[config.mk]
export PLATFORM = sky130hd
export DESIGN_NAME = rmhr_decode
export DESIGN_NICKNAME = d
export VERILOG_FILES = /design/src/design/rmhr_pkg.sv /design/src/design/rmhr_decode.sv
export SDC_FILE = /design/constraint.sdc
export NUM_CORES = 1
export LEC_CHECK = 0
export BUFFER_PORTS_ARGS = -buffer_cell sky130_fd_sc_hd__buf_2
export CORE_MARGIN = 3
export CORE_UTILIZATION = 35
export DETAILED_ROUTE_END_ITERATION = 12
export MAX_ROUTING_LAYER = met4
export PLACE_DENSITY = 0.71
export SYNTH_ARGS = -nofsm -noshare
export SYNTH_HDL_FRONTEND = slang
export SYNTH_SLANG_ARGS = --single-unit
[constraint.sdc]
create_clock -name vclk -period 6.4
set_input_delay 0.64 -clock vclk [all_inputs]
set_output_delay 0.64 -clock vclk [all_outputs]
set_load 0.02 [all_outputs]
[src/design/rmhr_pkg.sv]
package rmhr_pkg;

  localparam int unsigned WordW = 16;

  typedef enum logic [7:0] {
    PH_FRESH   = 8'b0000_0001,
    PH_START   = 8'b0000_0010,
    PH_IDLE    = 8'b0000_0100,
    PH_ACTIVE  = 8'b0000_1000,
    PH_CLEAR   = 8'b0001_0000,
    PH_GOTADDR = 8'b0010_0000,
    PH_WRITING = 8'b0100_0000,
    PH_FAULT   = 8'b1000_0000
  } phase_t;

  localparam logic [2:0] PC_IDLE    = 3'd0;
  localparam logic [2:0] PC_ACTIVE  = 3'd1;
  localparam logic [2:0] PC_CLEAR   = 3'd2;
  localparam logic [2:0] PC_GOTADDR = 3'd3;
  localparam logic [2:0] PC_WRITING = 3'd4;
  localparam logic [2:0] PC_DONE    = 3'd5;
  localparam logic [2:0] PC_FAULT   = 3'd6;

  localparam logic [2:0] LED_WHITE   = 3'd0;
  localparam logic [2:0] LED_GREEN   = 3'd1;
  localparam logic [2:0] LED_MAGENTA = 3'd2;
  localparam logic [2:0] LED_BLUE    = 3'd3;
  localparam logic [2:0] LED_YELLOW  = 3'd4;
  localparam logic [2:0] LED_RED     = 3'd5;

  localparam logic [1:0] LN_LOW    = 2'd0;
  localparam logic [1:0] LN_ADDR   = 2'd1;
  localparam logic [1:0] LN_IDLE   = 2'd2;
  localparam logic [1:0] LN_ACTIVE = 2'd3;

  localparam logic [WordW-1:0] SENSE_OFF  = 16'hffff;
  localparam logic [WordW-1:0] FAULT_EXIT = 16'd999;

  localparam logic KIND_STATUS = 1'b0;
  localparam logic KIND_DATA   = 1'b1;

  typedef enum logic [1:0] {
    SA_KEEP = 2'd0,
    SA_ONES = 2'd1,
    SA_WORD = 2'd2
  } sact_t;

  typedef struct packed {
    logic             kind;
    logic [2:0]       code;
    logic [WordW-1:0] count;
    logic [2:0]       led;
    sact_t            sact;
  } rec_t;

  typedef struct packed {
    phase_t           phase;
    logic [WordW-1:0] count;
    logic [1:0]       num;
    rec_t [2:0]       slot;
  } step_t;

  function automatic rec_t mk_status(logic [2:0] code, logic [WordW-1:0] count,
                                     logic [2:0] led);
    rec_t r;
    r.kind  = KIND_STATUS;
    r.code  = code;
    r.count = count;
    r.led   = led;
    r.sact  = SA_KEEP;
    return r;
  endfunction

  function automatic rec_t mk_idle();
    rec_t r;
    r.kind  = KIND_STATUS;
    r.code  = PC_IDLE;
    r.count = '0;
    r.led   = LED_GREEN;
    r.sact  = SA_ONES;
    return r;
  endfunction

  function automatic rec_t mk_data(logic [WordW-1:0] count);
    rec_t r;
    r.kind  = KIND_DATA;
    r.code  = PC_GOTADDR;
    r.count = count;
    r.led   = LED_BLUE;
    r.sact  = SA_WORD;
    return r;
  endfunction

endpackage

[src/design/rmhr_decode.sv]
module rmhr_decode (
  input  rmhr_pkg::phase_t              phase,
  input  logic [rmhr_pkg::WordW-1:0]    count,
  input  logic [1:0]                    lines,
  output rmhr_pkg::step_t               step
);

  logic [rmhr_pkg::WordW-1:0] cnt_inc;

  assign cnt_inc = count + rmhr_pkg::WordW'(1);

  always_comb begin
    step.phase = phase;
    step.count = cnt_inc;
    step.num   = 2'd0;
    step.slot  = '0;
    unique case (phase)
      rmhr_pkg::PH_FRESH: begin
        step.count   = '0;
        step.slot[0] = rmhr_pkg::mk_status(rmhr_pkg::PC_IDLE, '0, rmhr_pkg::LED_WHITE);
        if (lines == rmhr_pkg::LN_IDLE) begin
          step.slot[1] = rmhr_pkg::mk_idle();
          step.phase   = rmhr_pkg::PH_IDLE;
          step.num     = 2'd2;
        end else begin
          step.phase = rmhr_pkg::PH_START;
          step.num   = 2'd1;
        end
      end
      rmhr_pkg::PH_START: begin
        if (lines == rmhr_pkg::LN_IDLE) begin
          step.slot[0] = rmhr_pkg::mk_idle();
          step.phase   = rmhr_pkg::PH_IDLE;
          step.count   = '0;
          step.num     = 2'd1;
        end
      end
      rmhr_pkg::PH_IDLE: begin
        if (lines == rmhr_pkg::LN_ACTIVE) begin
          step.slot[0] = rmhr_pkg::mk_status(rmhr_pkg::PC_ACTIVE, cnt_inc,
                                             rmhr_pkg::LED_MAGENTA);
          step.phase   = rmhr_pkg::PH_ACTIVE;
          step.num     = 2'd1;
        end else if (lines != rmhr_pkg::LN_IDLE) begin
          step.slot[0] = rmhr_pkg::mk_status(rmhr_pkg::PC_FAULT, cnt_inc, rmhr_pkg::LED_RED);
          step.phase   = rmhr_pkg::PH_FAULT;
          step.num     = 2'd1;
        end
      end
      rmhr_pkg::PH_ACTIVE: begin
        unique case (lines)
          rmhr_pkg::LN_IDLE: begin
            step.slot[0] = rmhr_pkg::mk_status(rmhr_pkg::PC_CLEAR, cnt_inc,
                                               rmhr_pkg::LED_BLUE);
            step.phase   = rmhr_pkg::PH_CLEAR;
            step.num     = 2'd1;
          end
          rmhr_pkg::LN_ADDR: begin
            step.slot[0] = rmhr_pkg::mk_status(rmhr_pkg::PC_GOTADDR, cnt_inc,
                                               rmhr_pkg::LED_BLUE);
            step.slot[1] = rmhr_pkg::mk_data(cnt_inc);
            step.phase   = rmhr_pkg::PH_GOTADDR;
            step.num     = 2'd2;
          end
          rmhr_pkg::LN_LOW: begin
            step.slot[0] = rmhr_pkg::mk_status(rmhr_pkg::PC_FAULT, cnt_inc,
                                               rmhr_pkg::LED_RED);
            step.phase   = rmhr_pkg::PH_FAULT;
            step.num     = 2'd1;
          end
          default: ;
        endcase
      end
      rmhr_pkg::PH_CLEAR: begin
        unique case (lines)
          rmhr_pkg::LN_ACTIVE: begin
            step.slot[0] = rmhr_pkg::mk_status(rmhr_pkg::PC_ACTIVE, cnt_inc,
                                               rmhr_pkg::LED_MAGENTA);
            step.phase   = rmhr_pkg::PH_ACTIVE;
            step.num     = 2'd1;
          end
          rmhr_pkg::LN_LOW: begin
            // single step: address, data, then straight to fault
            step.slot[0] = rmhr_pkg::mk_status(rmhr_pkg::PC_GOTADDR, cnt_inc,
                                               rmhr_pkg::LED_BLUE);
            step.slot[1] = rmhr_pkg::mk_data(cnt_inc);
            step.slot[2] = rmhr_pkg::mk_status(rmhr_pkg::PC_FAULT, cnt_inc,
                                               rmhr_pkg::LED_RED);
            step.phase   = rmhr_pkg::PH_FAULT;
            step.num     = 2'd3;
          end
          rmhr_pkg::LN_ADDR: begin
            step.phase = rmhr_pkg::PH_FAULT;
          end
          default: ;
        endcase
      end
      rmhr_pkg::PH_GOTADDR: begin
        if (lines == rmhr_pkg::LN_ACTIVE) begin
          step.slot[0] = rmhr_pkg::mk_status(rmhr_pkg::PC_WRITING, cnt_inc,
                                             rmhr_pkg::LED_YELLOW);
          step.phase   = rmhr_pkg::PH_WRITING;
          step.num     = 2'd1;
        end else if (lines != rmhr_pkg::LN_ADDR) begin
          step.slot[0] = rmhr_pkg::mk_status(rmhr_pkg::PC_FAULT, cnt_inc, rmhr_pkg::LED_RED);
          step.phase   = rmhr_pkg::PH_FAULT;
          step.num     = 2'd1;
        end
      end
      rmhr_pkg::PH_WRITING: begin
        if (lines == rmhr_pkg::LN_IDLE) begin
          step.slot[0] = rmhr_pkg::mk_status(rmhr_pkg::PC_DONE, cnt_inc,
                                             rmhr_pkg::LED_YELLOW);
          step.slot[1] = rmhr_pkg::mk_idle();
          step.phase   = rmhr_pkg::PH_IDLE;
          step.count   = '0;
          step.num     = 2'd2;
        end else if (lines != rmhr_pkg::LN_ACTIVE) begin
          step.slot[0] = rmhr_pkg::mk_status(rmhr_pkg::PC_FAULT, cnt_inc, rmhr_pkg::LED_RED);
          step.phase   = rmhr_pkg::PH_FAULT;
          step.num     = 2'd1;
        end
      end
      default: begin
        // fault wait: samples are not counted
        step.count = count;
        if (lines == rmhr_pkg::LN_IDLE) begin
          step.slot[0] = rmhr_pkg::mk_status(rmhr_pkg::PC_FAULT, rmhr_pkg::FAULT_EXIT,
                                             rmhr_pkg::LED_RED);
          step.slot[1] = rmhr_pkg::mk_idle();
          step.phase   = rmhr_pkg::PH_IDLE;
          step.count   = '0;
          step.num     = 2'd2;
        end
      end
    endcase
  end

endmodule

==> results.md <==
- Status: complete, no violations
- Grt total ovfl: 0
- Filler Cell Count: 478
- GP Congestion: 0.909
- Routed wire length per instance: 15.5 um
- Slew headroom: 32.8%
- Area contributors post-synth: nor2_1 13%, buf_4 8.4%, o2bb2ai_1 6.7%, o21ai_0 5.0%, ha_1 4.4%
- Cts repair resizes: 0
- Fin crit period: 3850 ps
- Unique masters post-synth: 59
- Synth warn: 0
- Antenna Violating Nets Remaining: 0
- Die width: 75.7 um
- Placed cell count: 414
- Startpoint Class: input port
- DRC Markers: 0
- Final setup fails: 0
- Nets@finish: 396
- Internal: 39.9 uW
- Worst Path Required: 5760 ps
- Delay of the slowest critical-path stage: 730 ps
- Share of post-route cells with drive strength above 1: 36.7%
- Sequential standard cell area: 0 um^2
- LEAKAGE: 0.00115 uW
- First-pass GRT wire length: 8910 um
- Maxcap violations: 0
- Post-synthesis cell area: 1700 um^2
- DRC marker count from the first detailed-route iteration: 201
- Worst hold slack: 1640 ps
- Slew at the pin closest to its max-slew limit: 1010 ps
- Critical path fanouts, max: 16
- Sw Ratio: 67.8%
- Seq_cells: 0
- Final Hold Viols: 0
- Worst endpoint data arrival time: 3210 ps
- Hpwl dp: 5030 um
- CP dominant cell by count: buf_2
- Clock power share: 0%
- Ports: 127
- Clock buffer count: 0
- Die height: 75.7 um
- Area delta synth->final: 26.8%
- Fin crit share: 60.2%
- Full die area: 5730 um^2
- Fin cells: 414
- Final worst-path setup slack: 2550 ps
- Cells along the critical path: buf_2, ha_1, clkinv_1, a41oi_1, a31oi_2, nor3_2, o2bb2ai_1, buf_2
- Total wire length: 6430 um
- Via density: 5.68
- Initial antenna violation count: 0
- Sequential power share: 0%
- Post-CTS Setup Inserts: 0
- Fmax: 260 MHz
- Power Density: 57.5 nW/um^2
- Vias: 2350
- Setup TNS: 0 ps
- Synthesized netlist cell count: 273
- Drt pass-1 iters: 5
- Area share of the largest cell type after synthesis: 13.0%
- Hold Path Class: in -> out
- Max IR drop VDD: 0.0301 mV
- Core Footprint: 4500 um^2
- Post-CTS Hold Buffers: 0
- CP max-delay cell: nor3_2
- Most common cell after layout, fill and taps aside: buf_2
- Comb pwr share: 100.0%
- Diode count: 0
- Vias in the first global route: 1728
- Synth Area per Inst: 6.22 um^2
- Crit. End Element: output pin
- Largest net degree at the start of global routing: 20
- Pre-CTS setup slack: 2600 ps
- Pwr Total: 124 uW
- RSZ-0062 raised after global routing: false
- PortBufs: 118
- Commonest non-fill, non-tap cells in the layout: 118 x buf_2, 59 x nor2_1, 17 x nand2_1, 17 x o21ai_0, 13 x o2bb2ai_1
- Crit Path Class: in -> out
- Psw: 84.1 uW
- Post-synth top area cell: nor2_1
- Starting Density: 37.7%
- GRT Total Usage: 19.9%
- Post-synthesis sequential area ratio: 0%
- Slew Viols, Final: 0
- Row count: 24
==> worst max-delay path, delay by kind of cell <==
kind                       cells  cell delay (ps)
and+or+nand+nor                1              730
buffers and inverters          3              710
AOI/OAI and AO/OA              3              620
adders and majority gates      1              510
==> stage by stage <==
step / cell area (um^2) / util (%)
finish: 2150 / 47.8
global route: 2150 / 47.8
CTS: 2150 / 47.8
detailed placement: 2150 / 47.8
global placement: 2150 / 47.8
floorplan: 1730 / -
==> area by class of cell <==
cell class | instances | area, um^2 | share of cell area [%]
Multi-Input combinational cell | 231 | 1450 | 67.3
Timing Repair Buffer | 118 | 591 | 27.4
Inverter | 13 | 48.8 | 2.26
Tap cell | 52 | 65.1 | 3.02
==> power by group through the flow <==
stage	clock [uW]	combinational (uW)	sequential, uW
global placement	0	122	0
CTS	0	123	0
detailed placement	0	123	0
global route	0	134	0
finish	0	124	0
floorplan	0	86.6	0
==> cell usage after synthesis, types with 2 or more instances <==
library cell,count
a22o_1,3
nor3_1,4
o21ai_0,17
nor4b_1,4
o32ai_1,2
a41oi_1,2
clkbuf_1,7
xnor2_1,8
buf_2,10
nor2_1,59
nand4_1,2
o21ai_2,3
nand4b_1,2
inv_1,11
o2111ai_1,2
ha_1,6
a21oi_1,8
buf_4,19
or3_1,3
o22ai_1,3
nand3_1,10
xor2_1,6
nor3b_1,4
and2_0,2
o2bb2ai_1,13
nand2_1,17
nor4_4,2
nor2b_1,5
a211o_1,2
mux2i_1,2
and3_1,4
and2_1,4
==> kinds of logic (layout without fill, tap and decap cells) <==
logic type / after synthesis / in the layout / share of synthesized area, %
xor+xnor: 14 / 14 / 7.22
other cells: 1 / 9 / 0.221
compound gates: 69 / 69 / 30.3
buf+inv: 50 / 131 / 16.4
fa+ha+maj: 6 / 6 / 4.42
mux: 2 / 2 / 1.18
simple gates: 131 / 131 / 40.2
==> path summary, 6_finish.rpt <==
path | slack, ps | cells past startpoint | end | start
worst min-delay path | 1640 | 3 | step[92] | count[15]
worst max-delay path | 2550 | 8 | step[84] | lines[1]
==> metal layers <==
layer | GRT usage, % | vias up | wire (um)
li1 | - | 1125 | -
met1 | 31.0 | 1099 | 2920
met2 | 29.3 | 122 | 3040
met3 | 0.528 | 4 | 439
met4 | 1.94 | 0 | 34
met5 | - | - | 0
No activity file was read; power rests on OpenSTA's default activity.
